[src/pkli_pkg.sv]
// ----------------------------------------------------------------------------
// Power key and LED idle controller package
// Shared types and constants for the controller and its submodules.
// ----------------------------------------------------------------------------
package pkli_pkg;

    localparam int KEY_W   = 8;
    localparam int TICK_W  = 8;
    localparam int IDLE_W  = 12;
    localparam int CFG_IDX_W  = 2;
    localparam int CFG_DATA_W = 12;

    localparam logic [KEY_W-1:0]  KEY_MAX  = 8'hFF;
    localparam logic [TICK_W-1:0] TICK_MAX = 8'hFF;
    localparam logic [IDLE_W-1:0] IDLE_MAX = 12'hFFF;

    localparam logic [KEY_W-1:0]  HOLD_LIMIT_RST   = 8'd30;
    localparam logic [TICK_W-1:0] BLINK_PERIOD_RST = 8'd10;
    localparam logic [IDLE_W-1:0] IDLE_LIMIT_RST   = 12'd1200;

    localparam logic [CFG_IDX_W-1:0] CFG_HOLD_LIMIT   = 2'd0;
    localparam logic [CFG_IDX_W-1:0] CFG_BLINK_PERIOD = 2'd1;
    localparam logic [CFG_IDX_W-1:0] CFG_IDLE_LIMIT   = 2'd2;

    typedef struct packed {
        logic [KEY_W-1:0]  hold_limit;
        logic [TICK_W-1:0] blink_period;
        logic [IDLE_W-1:0] idle_limit;
    } cfg_t;

    typedef struct packed {
        logic power_key;
        logic charging;
        logic connected;
    } item_t;

    typedef struct packed {
        logic red_led;
        logic blue_drive;
        logic white_led;
        logic power_hold;
        logic halted;
    } result_t;

endpackage

[src/pkli_if.sv]
// ----------------------------------------------------------------------------
// Power key and LED idle controller channels
// Valid/ready channels for tick items, result items and register writes.
// ----------------------------------------------------------------------------
interface pkli_in_if;
    logic valid;
    logic ready;
    logic power_key;
    logic charging;
    logic connected;

    modport source (output valid, output power_key, output charging, output connected,
                    input ready);
    modport sink   (input valid, input power_key, input charging, input connected,
                    output ready);
endinterface

interface pkli_out_if;
    logic valid;
    logic ready;
    logic red_led;
    logic blue_drive;
    logic white_led;
    logic power_hold;
    logic halted;

    modport source (output valid, output red_led, output blue_drive, output white_led,
                    output power_hold, output halted, input ready);
    modport sink   (input valid, input red_led, input blue_drive, input white_led,
                    input power_hold, input halted, output ready);
endinterface

interface pkli_cfg_if;
    logic        valid;
    logic        ready;
    logic [1:0]  index;
    logic [11:0] data;

    modport source (output valid, output index, output data, input ready);
    modport sink   (input valid, input index, input data, output ready);
endinterface

[src/power_key_led_idle_controller.sv]
// ----------------------------------------------------------------------------
// Power key and LED idle controller
//
//   Channel   Role   Contents
//   in_ch     sink   power_key, charging, connected (one 50 ms tick)
//   out_ch    source red_led, blue_drive, white_led, power_hold, halted
//   cfg_ch    sink   index, data (0 hold limit, 1 blink period, 2 idle limit)
//
// Each tick's result is registered in the result queue and offered from there,
// so one tick can be accepted every cycle while that queue is not full.
// A two-entry result queue sets the limit: input ready drops only when it is full.
// Reset restores the register defaults and clears all counters.
// Configuration writes are always accepted.
// ----------------------------------------------------------------------------
module power_key_led_idle_controller
(
    input logic       clk,
    input logic       rst_n,
    pkli_in_if.sink   in_ch,
    pkli_out_if.source out_ch,
    pkli_cfg_if.sink  cfg_ch
);
    import pkli_pkg::*;

    cfg_t    cfg;
    item_t   item;
    result_t result;
    result_t out_data;
    logic    full;
    logic    step;

    assign cfg_ch.ready = 1'b1;
    assign in_ch.ready  = !full;
    assign step         = in_ch.valid && !full;

    assign item.power_key = in_ch.power_key;
    assign item.charging  = in_ch.charging;
    assign item.connected = in_ch.connected;

    pkli_cfg u_cfg
    (
        .clk      (clk),
        .rst_n    (rst_n),
        .wr_en    (cfg_ch.valid),
        .wr_index (cfg_ch.index),
        .wr_data  (cfg_ch.data),
        .cfg      (cfg)
    );

    pkli_core u_core
    (
        .clk    (clk),
        .rst_n  (rst_n),
        .step   (step),
        .item   (item),
        .cfg    (cfg),
        .result (result)
    );

    pkli_obuf u_obuf
    (
        .clk       (clk),
        .rst_n     (rst_n),
        .push      (step),
        .push_data (result),
        .full      (full),
        .out_valid (out_ch.valid),
        .out_ready (out_ch.ready),
        .out_data  (out_data)
    );

    assign out_ch.red_led    = out_data.red_led;
    assign out_ch.blue_drive = out_data.blue_drive;
    assign out_ch.white_led  = out_data.white_led;
    assign out_ch.power_hold = out_data.power_hold;
    assign out_ch.halted     = out_data.halted;

endmodule

[src/pkli_cfg.sv]
// ----------------------------------------------------------------------------
// Configuration registers
// Holds the hold limit, blink period and idle limit written over the port.
// ----------------------------------------------------------------------------
module pkli_cfg
(
    input  logic                           clk,
    input  logic                           rst_n,
    input  logic                           wr_en,
    input  logic [pkli_pkg::CFG_IDX_W-1:0]  wr_index,
    input  logic [pkli_pkg::CFG_DATA_W-1:0] wr_data,
    output pkli_pkg::cfg_t                 cfg
);
    import pkli_pkg::*;

    cfg_t cfg_reg;
    cfg_t cfg_next;

    always_comb
    begin
        cfg_next = cfg_reg;
        if (wr_en)
        begin
            case (wr_index)
                CFG_HOLD_LIMIT:   cfg_next.hold_limit   = wr_data[KEY_W-1:0];
                CFG_BLINK_PERIOD: cfg_next.blink_period = wr_data[TICK_W-1:0];
                CFG_IDLE_LIMIT:   cfg_next.idle_limit   = wr_data[IDLE_W-1:0];
                default:          cfg_next = cfg_reg;
            endcase
        end
    end

    always_ff @(posedge clk or negedge rst_n)
    begin
        if (!rst_n)
        begin
            cfg_reg.hold_limit   <= HOLD_LIMIT_RST;
            cfg_reg.blink_period <= BLINK_PERIOD_RST;
            cfg_reg.idle_limit   <= IDLE_LIMIT_RST;
        end
        else
        begin
            cfg_reg <= cfg_next;
        end
    end

    assign cfg = cfg_reg;

endmodule

[src/pkli_core.sv]
// ----------------------------------------------------------------------------
// Controller state and tick update
// Holds the counters and LED states and computes one tick's update.
// ----------------------------------------------------------------------------
module pkli_core
(
    input  logic              clk,
    input  logic              rst_n,
    input  logic              step,
    input  pkli_pkg::item_t   item,
    input  pkli_pkg::cfg_t    cfg,
    output pkli_pkg::result_t result
);
    import pkli_pkg::*;

    logic [KEY_W-1:0]  key_cnt_reg, key_cnt_next;
    logic [TICK_W-1:0] tick_cnt_reg, tick_cnt_next, tick_tmp;
    logic [IDLE_W-1:0] idle_cnt_reg, idle_cnt_next, idle_tmp;
    logic phase_reg, phase_next;
    logic red_reg, red_next;
    logic blue_reg, blue_next;
    logic white_reg, white_next;
    logic power_reg, power_next;
    logic halt_reg, halt_next;

    always_comb
    begin
        key_cnt_next  = key_cnt_reg;
        tick_cnt_next = tick_cnt_reg;
        idle_cnt_next = idle_cnt_reg;
        phase_next    = phase_reg;
        red_next      = red_reg;
        blue_next     = blue_reg;
        white_next    = white_reg;
        power_next    = power_reg;
        halt_next     = halt_reg;
        tick_tmp      = tick_cnt_reg;
        idle_tmp      = idle_cnt_reg;

        if (halt_reg || (key_cnt_reg >= cfg.hold_limit))
        begin
            halt_next  = 1'b1;
            blue_next  = 1'b0;
            white_next = 1'b0;
            power_next = 1'b0;
        end
        else
        begin
            if (item.power_key)
            begin
                key_cnt_next = (key_cnt_reg == KEY_MAX) ? KEY_MAX : key_cnt_reg + 1'b1;
            end
            else
            begin
                key_cnt_next = '0;
            end

            red_next = item.charging;

            if (item.connected && !item.charging)
            begin
                blue_next = 1'b1;
                idle_tmp  = '0;
            end
            else if ((tick_cnt_reg >= cfg.blink_period) && !item.charging)
            begin
                phase_next = ~phase_reg;
                blue_next  = ~phase_reg;
                tick_tmp   = '0;
                if (idle_cnt_reg != IDLE_MAX)
                begin
                    idle_tmp = idle_cnt_reg + 1'b1;
                end
            end

            if ((idle_tmp == cfg.idle_limit) && !item.connected)
            begin
                blue_next  = 1'b0;
                white_next = 1'b0;
                power_next = 1'b0;
                idle_tmp   = '0;
            end

            tick_cnt_next = (tick_tmp == TICK_MAX) ? TICK_MAX : tick_tmp + 1'b1;
            idle_cnt_next = idle_tmp;
        end
    end

    always_ff @(posedge clk or negedge rst_n)
    begin
        if (!rst_n)
        begin
            key_cnt_reg  <= '0;
            tick_cnt_reg <= '0;
            idle_cnt_reg <= '0;
            phase_reg    <= 1'b0;
            red_reg      <= 1'b0;
            blue_reg     <= 1'b0;
            white_reg    <= 1'b1;
            power_reg    <= 1'b1;
            halt_reg     <= 1'b0;
        end
        else if (step)
        begin
            key_cnt_reg  <= key_cnt_next;
            tick_cnt_reg <= tick_cnt_next;
            idle_cnt_reg <= idle_cnt_next;
            phase_reg    <= phase_next;
            red_reg      <= red_next;
            blue_reg     <= blue_next;
            white_reg    <= white_next;
            power_reg    <= power_next;
            halt_reg     <= halt_next;
        end
    end

    always_comb
    begin
        result.red_led    = red_next;
        result.blue_drive = blue_next;
        result.white_led  = white_next;
        result.power_hold = power_next;
        result.halted     = halt_next;
    end

endmodule

[src/pkli_obuf.sv]
// ----------------------------------------------------------------------------
// Result buffer
// Two-entry queue of result registers between the update logic and the output.
// ----------------------------------------------------------------------------
module pkli_obuf
(
    input  logic              clk,
    input  logic              rst_n,
    input  logic              push,
    input  pkli_pkg::result_t push_data,
    output logic              full,
    output logic              out_valid,
    input  logic              out_ready,
    output pkli_pkg::result_t out_data
);
    import pkli_pkg::*;

    result_t     mem [2];
    logic        wr_ptr_reg, wr_ptr_next;
    logic        rd_ptr_reg, rd_ptr_next;
    logic [1:0]  count_reg, count_next;
    logic        pop;

    assign pop         = out_valid && out_ready;
    assign full        = (count_reg == 2'd2);
    assign out_valid   = (count_reg != 2'd0);
    assign out_data    = mem[rd_ptr_reg];
    assign wr_ptr_next = push ? ~wr_ptr_reg : wr_ptr_reg;
    assign rd_ptr_next = pop ? ~rd_ptr_reg : rd_ptr_reg;

    always_comb
    begin
        count_next = count_reg;
        if (push && !pop)
        begin
            count_next = count_reg + 2'd1;
        end
        else if (pop && !push)
        begin
            count_next = count_reg - 2'd1;
        end
    end

    always_ff @(posedge clk)
    begin
        if (push)
        begin
            mem[wr_ptr_reg] <= push_data;
        end
    end

    always_ff @(posedge clk or negedge rst_n)
    begin
        if (!rst_n)
        begin
            wr_ptr_reg <= 1'b0;
            rd_ptr_reg <= 1'b0;
            count_reg  <= 2'd0;
        end
        else
        begin
            wr_ptr_reg <= wr_ptr_next;
            rd_ptr_reg <= rd_ptr_next;
            count_reg  <= count_next;
        end
    end

endmodule

[src/flat_wrapper.sv]
// flat-port wrapper written by rule: the top's interface ports become plain ports
module power_key_led_idle_controller_flat import pkli_pkg::*;
  (clk, rst_n, in_ch_valid, in_ch_power_key, in_ch_charging, in_ch_connected, in_ch_ready, out_ch_valid, out_ch_red_led, out_ch_blue_drive, out_ch_white_led, out_ch_power_hold, out_ch_halted, out_ch_ready, cfg_ch_valid, cfg_ch_index, cfg_ch_data, cfg_ch_ready);
  pkli_in_if in_ch_i ();
  pkli_out_if out_ch_i ();
  pkli_cfg_if cfg_ch_i ();
  input logic clk;
  input logic rst_n;
  input wire logic [$bits(in_ch_i.valid)-1:0] in_ch_valid;
  input wire logic [$bits(in_ch_i.power_key)-1:0] in_ch_power_key;
  input wire logic [$bits(in_ch_i.charging)-1:0] in_ch_charging;
  input wire logic [$bits(in_ch_i.connected)-1:0] in_ch_connected;
  output wire logic [$bits(in_ch_i.ready)-1:0] in_ch_ready;
  output wire logic [$bits(out_ch_i.valid)-1:0] out_ch_valid;
  output wire logic [$bits(out_ch_i.red_led)-1:0] out_ch_red_led;
  output wire logic [$bits(out_ch_i.blue_drive)-1:0] out_ch_blue_drive;
  output wire logic [$bits(out_ch_i.white_led)-1:0] out_ch_white_led;
  output wire logic [$bits(out_ch_i.power_hold)-1:0] out_ch_power_hold;
  output wire logic [$bits(out_ch_i.halted)-1:0] out_ch_halted;
  input wire logic [$bits(out_ch_i.ready)-1:0] out_ch_ready;
  input wire logic [$bits(cfg_ch_i.valid)-1:0] cfg_ch_valid;
  input wire logic [$bits(cfg_ch_i.index)-1:0] cfg_ch_index;
  input wire logic [$bits(cfg_ch_i.data)-1:0] cfg_ch_data;
  output wire logic [$bits(cfg_ch_i.ready)-1:0] cfg_ch_ready;
  assign in_ch_i.valid = in_ch_valid;
  assign in_ch_i.power_key = in_ch_power_key;
  assign in_ch_i.charging = in_ch_charging;
  assign in_ch_i.connected = in_ch_connected;
  assign in_ch_ready = in_ch_i.ready;
  assign out_ch_valid = out_ch_i.valid;
  assign out_ch_red_led = out_ch_i.red_led;
  assign out_ch_blue_drive = out_ch_i.blue_drive;
  assign out_ch_white_led = out_ch_i.white_led;
  assign out_ch_power_hold = out_ch_i.power_hold;
  assign out_ch_halted = out_ch_i.halted;
  assign out_ch_i.ready = out_ch_ready;
  assign cfg_ch_i.valid = cfg_ch_valid;
  assign cfg_ch_i.index = cfg_ch_index;
  assign cfg_ch_i.data = cfg_ch_data;
  assign cfg_ch_ready = cfg_ch_i.ready;
  power_key_led_idle_controller u_core (.clk(clk), .rst_n(rst_n), .in_ch(in_ch_i), .out_ch(out_ch_i), .cfg_ch(cfg_ch_i));
endmodule
[config.mk]
export PLATFORM = sky130hd
export DESIGN_NAME = power_key_led_idle_controller_flat
export DESIGN_NICKNAME = d
export VERILOG_FILES = /design/src/pkli_pkg.sv /design/src/pkli_if.sv /design/src/power_key_led_idle_controller.sv /design/src/pkli_cfg.sv /design/src/pkli_core.sv /design/src/pkli_obuf.sv /design/src/flat_wrapper.sv
export SDC_FILE = /design/constraint.sdc
export NUM_CORES = 1
export LEC_CHECK = 0
export BUFFER_PORTS_ARGS = -buffer_cell sky130_fd_sc_hd__buf_2
export CORE_ASPECT_RATIO = 0.7
export CORE_MARGIN = 4
export CORE_UTILIZATION = 30
export DETAILED_ROUTE_END_ITERATION = 10
export GPL_ROUTABILITY_DRIVEN = 0
export PLACE_DENSITY = 0.46
export SETUP_SLACK_MARGIN = 0.5
export SYNTH_ARGS = -nofsm -noshare
export SYNTH_HDL_FRONTEND = slang
export SYNTH_SLANG_ARGS = --single-unit
[constraint.sdc]
create_clock -name clk -period 7.77 [get_ports clk]
set_input_delay 0.3885 -clock clk [delete_from_list [all_inputs] [get_ports clk]]
set_output_delay 0.3885 -clock clk [all_outputs]
set_load 0.01 [all_outputs]
# Word-level counts from Yosys, hierarchy flattened
# Memories as Yosys holds them, arrays and structs flattened.
# Index checks and enable logic that the tools add are counted.
[word_totals]
register_bits = 66
ram_bits = 10
word_cells = 81
n_memories = 1
[classes]
addsub = 5
n_lt_le_gt_ge = 2
n_eq_ne = 7
mux = 25
n_bitwise = 5
reduce_logical = 21
[mem_list]
columns = ["memory", "words", "width", "read_ports", "rd_ports_with_merged_regs", "write_ports", "line_no", "source"]
rows = [
  ["u_core.u_obuf.mem", 2, 5, 1, 0, 1, "pkli_obuf.sv:18", "result_t mem [2];"],
]
[ops]
columns = ["cell", "count"]
rows = [
  ["$mux W12", 5],
  ["$mux W8", 6],
  ["$add A8 B1 Y8 const B", 2],
  ["$eq A8 B8 Y1 const B", 2],
  ["$ge A8 B8 Y1", 2],
  ["$add A12 B1 Y12 const B", 1],
  ["$eq A12 B12 Y1", 1],
  ["$mux W1", 12],
  ["$ne A12 B12 Y1 const B", 1],
  ["$reduce_and A2 Y1", 4],
  ["$logic_and A1 B1 Y1", 7],
  ["$logic_not A1 Y1", 5],
  ["$not A1 Y1", 5],
  ["$eq A2 B2 Y1 const B", 2],
  ["$mux W2", 2],
  ["$reduce_and A4 Y1", 1],
  ["$reduce_bool A2 Y1", 2],
  ["$add A2 B1 Y2 const B", 1],
  ["$eq A2 B1 Y1 const B", 1],
  ["$logic_not A2 Y1", 1],
  ["$sub A2 B1 Y2 const B", 1],
  ["$logic_or A1 B1 Y1", 1],
]

# Logic depth before layout (Yosys ltp)
# Gate-level depths: netlist (run 1).
[logic_depth]
depth_word = 9
mapped_depth = 16

# Hierarchy
# From an unflattened synthesis (run 1), not the netlist that was laid out.
[hier_totals]
hier_cells = 451
hier_area_um2 = 4526.8
[by_module_without_submodules]
columns = ["mod", "instances", "cells_per_inst", "area_per_inst_um2", "seq_area_each_um2"]
rows = [
  ["pkli_core", 1, 355, 2869.0, 853.3],
  ["pkli_cfg", 1, 60, 1073.5, 713.2],
  ["pkli_obuf", 1, 32, 563.0, 400.4],
  ["power_key_led_idle_controller", 1, 4, 21.3, 0.0],
]

# Least setup slack after synthesis (run 1)
# OpenSTA, ideal clock, no wires.
[synth_path]
path_type = "reg-to-reg"
from = "register u_core.u_core.tick_cnt_reg[0]"
to = "register u_core.u_core.tick_cnt_reg[5]"
setup_time_ns = 0.066
arrival_ns = 3.585
slack_ns = 4.119
path_stages_with_launch = 17
n_path_buf = 3
path_cell_list = "dfrtp_1 > inv_1 > ha_1 > nand2b_1 > a2111o_1 > a32o_1 > buf_2 > clkbuf_1 > nand2b_1 > and2_1 > ha_1 > and3_1 > nand4_1 > or3b_2 > clkbuf_1 > o41ai_1 > a22o_1"
[synth_via]
elab_chain_len = 7
[synth_lines]
columns = ["element", "line_no", "source"]
rows = [
  ["start: declaration", "pkli_core.sv:17", "logic [TICK_W-1:0] tick_cnt_reg, tick_cnt_next, tick_tmp;"],
  ["start signal: assignment", "pkli_core.sv:106", "tick_cnt_reg <= tick_cnt_next;"],
  ["$ge A8 B8 Y1", "pkli_core.sv:65", "else if ((tick_cnt_reg >= cfg.blink_period) && !item.charging)"],
  ["$logic_and A1 B1 Y1", "pkli_core.sv:65", ""],
  ["$mux W8", "pkli_core.sv:65", ""],
  ["$mux W8 (*)", "pkli_core.sv:60", "if (item.connected && !item.charging)"],
  ["$mux W8 (*)", "pkli_core.sv:40", "if (halt_reg || (key_cnt_reg >= cfg.hold_limit))"],
  ["$add A8 B1 Y8 or $eq A8 B8 Y1 (tied branches)", "pkli_core.sv:84", "tick_cnt_next = (tick_tmp == TICK_MAX) ? TICK_MAX : tick_tmp + 1'b1;"],
  ["$mux W8 (*)", "pkli_core.sv:84", ""],
]
# Mark *: on every way between the ends. The rest lies on a longest branch, timed or not. The select of a mux whose other input is x is not followed.
# A chain may end at the register's enable or synchronous reset.

# Worst setup path after layout (run 1)
[layout_path]
from = "register u_core.u_core.tick_cnt_reg[5]"
to = "memory u_core.u_obuf.mem[0][3] (netlist name) (data pin)"
[layout_via]
elab_chain_len = 9
[layout_lines]
columns = ["element", "line_no", "source"]
rows = [
  ["$ge A8 B8 Y1 (*)", "pkli_core.sv:65", ""],
  ["$logic_and A1 B1 Y1 (*)", "pkli_core.sv:65", ""],
  ["$mux W12", "pkli_core.sv:65", ""],
  ["$mux W12", "pkli_core.sv:60", ""],
  ["$mux W12", "pkli_core.sv:40", ""],
  ["$eq A12 B12 Y1", "pkli_core.sv:76", "if ((idle_tmp == cfg.idle_limit) && !item.connected)"],
  ["$logic_and A1 B1 Y1", "pkli_core.sv:76", ""],
  ["$mux W1 (*)", "pkli_core.sv:76", ""],
  ["$mux W1 (*)", "pkli_core.sv:40", ""],
  ["net u_core.u_core.blue_next", "pkli_core.sv:21", "logic blue_reg, blue_next;"],
  ["end: declaration", "pkli_obuf.sv:18", ""],
]
# Mark *: on every way through the listed nets, which the timed path passes. The rest lies on a longest branch. The select of a mux whose other input is x is not followed.

==> flow_summary_export.csv, run 1 <==
group,metric,value,unit
outcome,status,"complete, no violations",
yosys,synth_cells,496,
clock_network,clock_tree.buffer_depth,2,
yosys,avgSynthCellArea,9.361,sq um
yosys,synth.distinct_cells,67,
critical_path,cp_max_fo,25,
yosys,synth_largest_area_cell,"dfrtp_1",
clock_network,h-tree-depth,3,
die,initial_utilization,31.15,%
yosys,syn-num-nets,538,
sta,max-slew-margin-rel,22.33,%
global_routing,grt_pass1_wl,21480,microns
critical_path,worstSetupPathType,"flop to flop",
yosys,syn-cell-area,0.004643,sq mm
cells_and_area,area_growth,13.61,%
clock_network,cts_tree,"yes",
clock_network,cts_resized,0,
yosys,yosys_warnings,0,
clock_network,cts_buffers,9,
route,routed_wl,13080,microns
cells_and_area,diodes,0,
cells_and_area,final_layout_size_suffix_gt1_share,18.81,%
placed_design,hpwlAfterDp,9312,microns
cells_and_area,largest_register_ffs,28,
critical_path,critPathLaunchType,"flop",
global_routing,grt_max_degree,67,
sta,period_minus_slack,4.110,ns
route,wire_per_inst,18.26,microns
yosys,ys_seq_area_share,42.36,%
yosys,synth_flop_cell,"dfrtp_1",
critical_path,worstSetupEndpointType,"flop",
clock_network,root_buffer,"clkbuf_16",
sta,fin_crit_sh,52.90,%
route,antenna_left,0,
route,vias,3955,
critical_path,worstPathRequired,7.81,ns
clock_network,clock_sinks,76,
power_and_ir_drop,irDropWorstVdd,0.0001114,V
clock_network,post_cts_buffers,0,
power_and_ir_drop,p_total,1.731,mW
placed_design,dpl_worst_slack,3.734,ns
sta,finClkSkew,0.009709,ns
global_routing,antenna_found_initial,0,
placed_design,dp_cells,700,
sta,setup_ws,3.660,ns
power_and_ir_drop,power_density,328.2,mW/mm^2
sta,worst_slew_pin_slew,1.154,ns
run,maxCapViolations,0,
die,die_x,156.7,microns
clock_network,hold_buffers,0,
sta,hold_viol,0,
die,io_pins,30,
placed_design,io_buffers,28,
clock_network,clk_pin_slew,0.07,ns
route,drtIter0Drc,408,
clock_network,worstSkewPairLatency,0.34,ns
critical_path,worstPathArrival,4.15,ns
critical_path,worstRegToRegCells,10,
route,viasPerCell,5.524,
die,core,0.01491,sq mm
hold_path,min-delay-path-class,"input pin to asynchronous set/reset pin",
power_and_ir_drop,p_leak,2.196,nW
yosys,synthArstFlopShare,86.84,%
global_routing,grtUsageTotal,15.54,%
yosys,synth.ff_latch_count,76,
sta,timing.fmax,0.2433,GHz
cells_and_area,final_cells,716,
yosys,synth_top_area_share,29.10,%
sta,setup_tns,0,ns
global_routing,grt_pass1_vias,3781,
die,fp-row-count,37,
die,die_h,112.1,microns
yosys,synth_edf_count,10,
sta,setup_viol,0,
route,dr.pass1.iters,5,
sta,slew_viol_final,0,
yosys,yosys-top-cells-area,"dfrtp_1 (29%), dfstp_2 (6.8%), mux2_2 (6.5%), edfxtp_1 (6.5%), ha_1 (5.4%)",
sta,rsz0062_at_grt,"no",
die,die_area,0.01756,sq mm
global_routing,overflow,0,
cells_and_area,fin_nets,558,
route,route.detailed.drc,0,
cells_and_area,fillers,1525,
power breakdown:
group / switching [mW] / leakage (nW) / internal, mW
clock network: 0.171 / 0.157 / 0.280
registers: 0.125 / 0.865 / 0.525
logic: 0.374 / 1.17 / 0.256
total: 0.670 / 2.20 / 1.06
synthesized netlist by cell type (9+ instances only):
cell type   n
inv_1      26
a21oi_1    34
nor2_1     28
o21ai_0    35
nand2_1    48
edfxtp_1   10
a31oi_1    10
mux2_2     27
and3_1      9
nor3_1     12
nand4_1    12
dfstp_2    12
nand2b_1   10
nand3_1    15
clkbuf_1   13
dfrtp_1    54
ha_1       20
metal layers:
metal / part of all wire, % / track usage, % / vias to the layer above
li1: - / - / 1890
met1: 50 / 24.55 / 1872
met2: 38 / 20.37 / 179
met3: 10 / 5.125 / 14
met4: 0.78 / 2.948 / 0
met5: 0 / 0 / -
final timing paths:
path	start	endpoint	slack [ns]
worst min-delay path	rst_n	u_core.u_cfg.cfg[3]$_DFFE_PN0P_	0.25
worst max-delay path	u_core.u_core.tick_cnt_reg[5]$_DFFE_PN0P_	u_core.u_obuf.mem[0][3]$_DFFE_PP_	3.66
min in group clk	cfg_ch_data[10]	u_core.u_cfg.cfg[10]$_DFFE_PN1P_	0.27
max in group asynchronous	rst_n	u_core.u_core.tick_cnt_reg[7]$_DFFE_PN0P_	6.96
worst max register to register	u_core.u_core.tick_cnt_reg[5]$_DFFE_PN0P_	u_core.u_obuf.mem[0][3]$_DFFE_PP_	3.66
worst min register to register	u_core.u_core.white_reg$_DFFE_PN1P_	u_core.u_core.white_reg$_DFFE_PN1P_	0.46
area by class of cell:
type	count	area (sq um)	share of cell area, %
clock buffer	9	225.2	4.269
clock inverter	7	91.34	1.731
inverter	27	101.3	1.921
multi-input combinational	369	2469	46.80
sequential	76	1967	37.29
tap	195	244.0	4.625
timing repair buffer	33	177.7	3.368
worst max-delay path, stage by stage (launching register included):
cell      delay [ns]
dfrtp_1         0.46
ha_1            0.33
a21oi_1         0.06
o21ai_0         0.31
a32o_1          0.88
o21ai_0         0.29
o21a_1          0.26
a211oi_2        0.40
nand2_1         0.27
o21ai_1         0.43
a21oi_1         0.10
placed cells by master (no fill, tap or decap), types with 4 or more instances in the layout:
master	n
nand3_1	15
mux2_2	27
nor3_1	12
nand4_1	12
a221oi_1	5
a21boi_0	7
a21o_1	5
buf_4	5
o21ai_0	35
and3_1	9
a211oi_1	4
a41oi_1	4
buf_2	28
o31ai_1	4
a21oi_1	33
nand2b_1	10
nand2_1	48
o41ai_1	5
edfxtp_1	10
xnor2_1	7
a31oi_1	10
inv_1	26
nor2_1	28
dfstp_2	12
o21ai_1	4
dfrtp_1	54
nor4_1	4
clkbuf_16	9
ha_1	20
through the flow:
step	cell area (sq um)	util, %	hold slack (ns)
after CTS	5275	35.39	0.2625
after detailed placement	4959	33.26	0.4499
after floorplan	4643	-	0.09291
after global routing	5275	35.39	0.2664
final	5275	35.39	0.2532
after global placement	4959	33.26	0.4535
cell families after synthesis:
logic type               after synthesis  share of synthesized area, %
flip-flops                            76                         42.36
adder cells (fa/ha/maj)               20                         5.389
other                                  1                       0.08076
AND/OR/NAND/NOR                      161                         17.84
buffers and inverters                 51                         4.554
multiplexers                          29                         7.006
AO/OA/AOI/OAI                        148                         20.88
XOR/XNOR                              10                         1.886
Power figures use the tool's default switching activity.
==> run 2: changes to the inputs <==
--- a/config.mk
+++ b/config.mk
@@ -11,7 +11,7 @@
 export CORE_UTILIZATION = 30
 export DETAILED_ROUTE_END_ITERATION = 10
 export GPL_ROUTABILITY_DRIVEN = 0
-export PLACE_DENSITY = 0.46
+export PLACE_DENSITY = 0.48
 export SETUP_SLACK_MARGIN = 0.5
 export SYNTH_ARGS = -nofsm -noshare
 export SYNTH_HDL_FRONTEND = slang
==> constraint.sdc (replaced) <==
create_clock -name clk -period 3.7 [get_ports clk]
set_input_delay 0.185 -clock clk [delete_from_list [all_inputs] [get_ports clk]]
set_output_delay 0.185 -clock clk [all_outputs]
set_load 0.01 [all_outputs]
==> run 2 against run 1 <==
Effect of this change: sequential power increased by 110%; critical endpoint is now u_core.u_core.idle_cnt_reg[6]$_DFFE_PN0P_; fmax rose by 23%; register-to-register slack lost 3.3 ns; first-iteration DRC count up 18%; critical path depth up 2; largest power group is now combinational logic; clock power increased by 120%.
==> flow_summary_export.csv, run 2 (same netlist as run 1, synthesis figures left out) <==
group,metric,value,unit
outcome,status,"complete, no violations",
hold_path,min-delay-path-class,"input pin to flop",
sta,slew_viol_final,0,
clock_network,worstSkewPairLatency,0.34,ns
sta,holdWs,0.07264,ns
die,initial_utilization,31.15,%
route,viasPerCell,5.549,
sta,fin_crit_sh,90.09,%
die,die_h,112.1,microns
cells_and_area,layout_commonest_cell,"dfrtp_1",
power_and_ir_drop,power_density,688.8,mW/mm^2
cells_and_area,fin_nets,600,
route,route.detailed.drc,0,
cells_and_area,final_cells,758,
clock_network,h-tree-depth,3,
critical_path,cp_max_fo,5,
critical_path,worstRegToRegCells,12,
placed_design,dp_cells,718,
route,drtIter0Drc,483,
placed_design,dpl_cell_area,0.005132,sq mm
clock_network,root_buffer,"clkbuf_16",
sta,period_minus_slack,3.333,ns
cells_and_area,fin_area,0.005917,sq mm
sta,rsz0062_at_grt,"yes",
hold_path,whs_path_depth,2,
die,fp-row-count,37,
route,antenna_left,0,
die,die_x,156.7,microns
cells_and_area,diodes,0,
critical_path,worstPathRequired,3.92,ns
power_and_ir_drop,irDropWorstVdd,0.0002417,V
clock_network,cts_buffers,9,
critical_path,worstSetupPathType,"flop to flop",
placed_design,hpwlAfterDp,10120,microns
critical_path,worstPathArrival,3.56,ns
critical_path,critPathLaunchType,"flop",
global_routing,grt_pass1_wl,22200,microns
global_routing,grtUsageTotal,16.14,%
route,wire_per_inst,18.85,microns
route,vias,4206,
cells_and_area,area_growth,27.43,%
sta,setup_tns,0,ns
sta,finClkSkew,0.008236,ns
cells_and_area,final_layout_size_suffix_gt1_share,32.50,%
die,core,0.01491,sq mm
clock_network,clk_pin_slew,0.06,ns
clock_network,clock_tree.buffer_depth,2,
cells_and_area,utilization,39.69,%
route,dr.pass1.iters,5,
global_routing,antenna_found_initial,0,
sta,timing.fmax,0.3000,GHz
power_and_ir_drop,p_leak,2.472,nW
die,io_pins,30,
route,routed_wl,14290,microns
critical_path,worstSetupEndpointType,"flop",
global_routing,overflow,0,
global_routing,grt_pass1_vias,3986,
placed_design,io_buffers,28,
sta,worst_slew_pin_slew,0.6092,ns
sta,max-slew-margin-rel,59.38,%
global_routing,grt_max_degree,27,
cells_and_area,largest_register_ffs,28,
cells_and_area,fillers,1492,
sta,hold_viol,0,
clock_network,cts_tree,"yes",
die,die_area,0.01756,sq mm
sta,setup_viol,0,
clock_network,clock_sinks,76,
run,maxCapViolations,0,
cells_and_area,final_cell_mix,"dfrtp_1 (51), nand2_1 (44), buf_4 (37)",
## run 2: cell types whose count changed in the layout (fill, tap and decap cells not counted), sizes merged
| cell | before | now |
|---|---|---|
| dlygate4sd3 | 0 | 1 |
| a32o | 1 | 2 |
| clkbuf | 9 | 12 |
| buf | 33 | 73 |
| clkinv | 6 | 2 |
| clkinvlp | 0 | 1 |
## run 2: worst max-delay path, cell delays in order, from the launching register on
cell	delay (ns)
dfstp_2	0.54
inv_2	0.05
ha_4	0.20
a2111o_1	0.47
buf_6	0.15
nand4b_1	0.22
nand4_1	0.13
a31o_2	0.29
nor4_4	0.31
o2111ai_4	0.20
buf_6	0.19
a221o_1	0.32
o21bai_1	0.16
## run 2: path summary, 6_finish.rpt
kind	end	start	slack (ns)
worst max-delay path	u_core.u_core.idle_cnt_reg[6]$_DFFE_PN0P_	u_core.u_cfg.cfg[13]$_DFFE_PN1P_	0.37
worst min-delay path	u_core.u_cfg.cfg[9]$_DFFE_PN0P_	cfg_ch_data[9]	0.07
worst max register to register	u_core.u_core.idle_cnt_reg[6]$_DFFE_PN0P_	u_core.u_cfg.cfg[13]$_DFFE_PN1P_	0.37
worst min register to register	u_core.u_core.white_reg$_DFFE_PN1P_	u_core.u_core.white_reg$_DFFE_PN1P_	0.48
max in group asynchronous	u_core.u_cfg.cfg[7]$_DFFE_PN1P_	rst_n	2.47
min in group asynchronous	u_core.u_obuf.rd_ptr_reg$_DFFE_PN0P_	rst_n	0.39
## run 2: per-layer routing
layer	global-route usage (%)	part of all wire, %	wire length, microns
met4	4.046	0.73	104
met5	0	0	0
met1	25.74	52	7398
met2	21.20	41	5798
met3	4.200	6.9	989
## run 2: power by group
part           leakage, nW  switching (mW)  total, mW  internal (mW)
combinational         1.45           0.974       1.74          0.764
sequential           0.862           0.253       1.36           1.11
clock                0.159           0.353      0.979          0.627
total                 2.47            1.58       4.08           2.50
## run 2: metrics by stage
step / worst slack, ns / power, mW
5_1_grt: 0.2698 / 4.350
2_1_floorplan: 0.3747 / 2.308
4_1_cts: 0.3923 / 3.906
3_3_place_gp: 0.2545 / 2.750
3_5_place_dp: 0.1018 / 2.782
6_report: 0.3665 / 4.076
## run 2: layout make-up
class	instances	area, sq um	share of cell area [%]
tap	195	244.0	4.123
inverter	27	101.3	1.713
clock buffer	12	256.5	4.335
timing repair buffer	74	511.7	8.649
sequential	76	1971	33.31
clock inverter	4	72.57	1.226
multi-input combinational	370	2760	46.65
## run 2: repair_timing
action                                  CTS  global route
hold endpoints to repair                 22             0
resized for setup                        23            34
pin swaps                                17            26
buffers inserted                         10            11
endpoints found under the setup margin   27            27
hold buffers                              1             0
gates cloned                              2             0
==> run 3: changes to the inputs <==
--- a/config.mk
+++ b/config.mk
@@ -7,7 +7,7 @@
 export LEC_CHECK = 0
 export BUFFER_PORTS_ARGS = -buffer_cell sky130_fd_sc_hd__buf_2
 export CORE_ASPECT_RATIO = 0.7
-export CORE_MARGIN = 4
+export CORE_MARGIN = 2
 export CORE_UTILIZATION = 30
 export DETAILED_ROUTE_END_ITERATION = 10
 export GPL_ROUTABILITY_DRIVEN = 0
==> run 3 against run 2 <==
Effect of this change: wire length fell by 0.31%; count of clock-buffer cells in the layout did not move; worst hold slack improved by 0.0075 ns; largest cell class unchanged.
==> flow_summary_export.csv, run 3 (same netlist as run 1, synthesis figures left out) <==
group,metric,value,unit
run,maxCapViolations,0,
hold_path,holdCritStartpoint,"cfg_ch_data[11]",
cells_and_area,fin_nets,609,
global_routing,met2_usage,24.06,%
global_routing,busiest_layer,"met1",
power_and_ir_drop,irDropWorstVdd,0.0002885,V
placed_design,hpwlAfterDp,10000,microns
route,wire_per_inst,18.45,microns
sta,hold_viol,0,
route,antenna_left,0,
critical_path,worstRegToRegCells,13,
route,viasPerCell,5.468,
sta,rsz0062_at_grt,"yes",
clock_network,clk_pin_slew,0.07,ns
global_routing,grt_pass1_wl,22560,microns
global_routing,grt_max_degree,42,
critical_path,critPathLaunchType,"flop",
power_and_ir_drop,p_leak,2.501,nW
die,core,0.01531,sq mm
sta,worst_slew_pin_slew,0.8072,ns
route,route.detailed.drc,0,
sta,holdWs,0.08018,ns
cells_and_area,layout_commonest_cell,"dfrtp_1",
global_routing,overflow,0,
critical_path,startpoint,"u_core.u_core.tick_cnt_reg[7]$_DFFE_PN0P_",
route,drtIter0Drc,441,
die,io_pins,30,
die,die_x,152.7,microns
critical_path,worstSetupEndpointType,"flop",
outcome,status,"complete, no violations",
sta,finClkSkew,0.01027,ns
sta,max-slew-margin-rel,46.19,%
critical_path,worstSetupPathType,"flop to flop",
die,initial_utilization,30.33,%
power_and_ir_drop,p_total,4.063,mW
critical_path,worstPathRequired,3.78,ns
clock_network,root_buffer,"clkbuf_16",
placed_design,io_buffers,28,
sta,setup_viol,0,
power_and_ir_drop,power_density,682.3,mW/mm^2
sta,setup_tns,0,ns
cells_and_area,final_cell_mix,"dfrtp_1 (51), buf_4 (47), nand2_1 (44)",
critical_path,reg2reg_to,"u_core.u_obuf.mem[0][3]$_DFFE_PP_",
cells_and_area,diodes,0,
sta,setup_ws,0.4445,ns
critical_path,cp_max_fo,7,
clock_network,cts_tree,"yes",
hold_path,min-delay-path-class,"input pin to flop",
die,die_h,108.1,microns
clock_network,cts_buffers,9,
cells_and_area,final_layout_size_suffix_gt1_share,33.22,%
critical_path,r2r-start,"u_core.u_core.tick_cnt_reg[7]$_DFFE_PN0P_",
sta,fin_crit_sh,87.99,%
hold_path,holdPathEnd,"u_core.u_cfg.cfg[11]$_DFFE_PN0P_",
sta,timing.fmax,0.3072,GHz
cells_and_area,largest_register_ffs,28,
die,fp-row-count,38,
global_routing,grtUsageTotal,17.50,%
critical_path,r2r_slack,0.44,ns
clock_network,clock_tree.buffer_depth,2,
sta,period_minus_slack,3.255,ns
route,vias,4221,
clock_network,clock_sinks,76,
global_routing,grt.met1_usage,26.94,%
global_routing,grt_pass1_vias,4051,
critical_path,worstPathArrival,3.33,ns
route,routed_wl,14250,microns
die,die_area,0.01650,sq mm
cells_and_area,area_growth,28.27,%
global_routing,met3_usage,5.451,%
clock_network,worstSkewPairLatency,0.33,ns
hold_path,whs_path_depth,2,
placed_design,dpl_worst_slack,0.1926,ns
clock_network,h-tree-depth,3,
sta,slew_viol_final,0,
route,dr.pass1.iters,5,
global_routing,antenna_found_initial,0,
run 3: changes by cell type in the layout (fill, tap and decap cells not counted), sizes merged:
cell,change
clkinvlp,+1
clkbuf,+1
inv,+1
clkinv,-1
bufinv,-1
buf,+9
a32o,-1
run 3: metrics by stage:
stage	util, %	area [sq um]	cells
6_report	38.90	5956	772
5_1_grt	38.90	5956	772
4_1_cts	37.65	5764	763
3_5_place_dp	33.56	5139	723
3_3_place_gp	33.56	5139	723
2_1_floorplan	-	4708	496
run 3: what timing repair did:
| item | CTS | global route |
|---|---|---|
| endpoints found under the setup margin | 27 | 32 |
| pin swaps | 11 | 11 |
| setup buffers | 22 | 8 |
| gates cloned | 1 | 1 |
| hold buffers | 1 | 0 |
| gates resized for setup | 29 | 25 |
| hold endpoints to repair | 28 | 0 |
run 3: routing by layer:
metal	part of all wire [%]	routed length, microns	up-vias
met1	53	7481	2048
met3	7.5	1075	9
met4	0.42	60	0
met2	40	5627	174
met5	0	0	-
li1	-	-	1990
run 3: final cells by class:
class	count	area, sq um
Fill cell	1544	9354
Clock inverter	4	53.80
Sequential cell	76	1971
Clock buffer	12	267.8
Tap cell	200	250.2
Multi-Input combinational cell	369	2708
Timing Repair Buffer	84	604.3
Inverter	27	101.3
run 3: how the worst max path moves through the flow:
stage	end	slack, ns
floorplan	u_core.u_core.tick_cnt_reg[3]$_DFFE_PN0P_	0.37
global placement	u_core.u_obuf.mem[0][3]$_DFFE_PP_	0.23
detailed placement	u_core.u_obuf.mem[0][3]$_DFFE_PP_	0.19
CTS	u_core.u_core.idle_cnt_reg[4]$_DFFE_PN0P_	0.48
global route	u_core.u_obuf.mem[0][3]$_DFFE_PP_	0.35
finish	u_core.u_obuf.mem[0][3]$_DFFE_PP_	0.44
run 3: where the power goes:
part | internal [mW] | total, mW | switching, mW
Combinational | 0.804 | 1.78 | 0.971
Sequential | 1.11 | 1.35 | 0.244
Clock | 0.585 | 0.939 | 0.354
run 3: worst max-delay path, stage by stage, from the launching register on:
cell and delay (ns):
dfrtp_2 0.45, ha_1 0.34, nand4_1 0.16, nor2_2 0.16, a32o_2 0.39, buf_6 0.17
a31oi_1 0.08, a31o_2 0.26, nor4_4 0.29, o2111ai_2 0.20, buf_6 0.20, o21ai_4 0.13
buf_6 0.14, a21oi_2 0.04
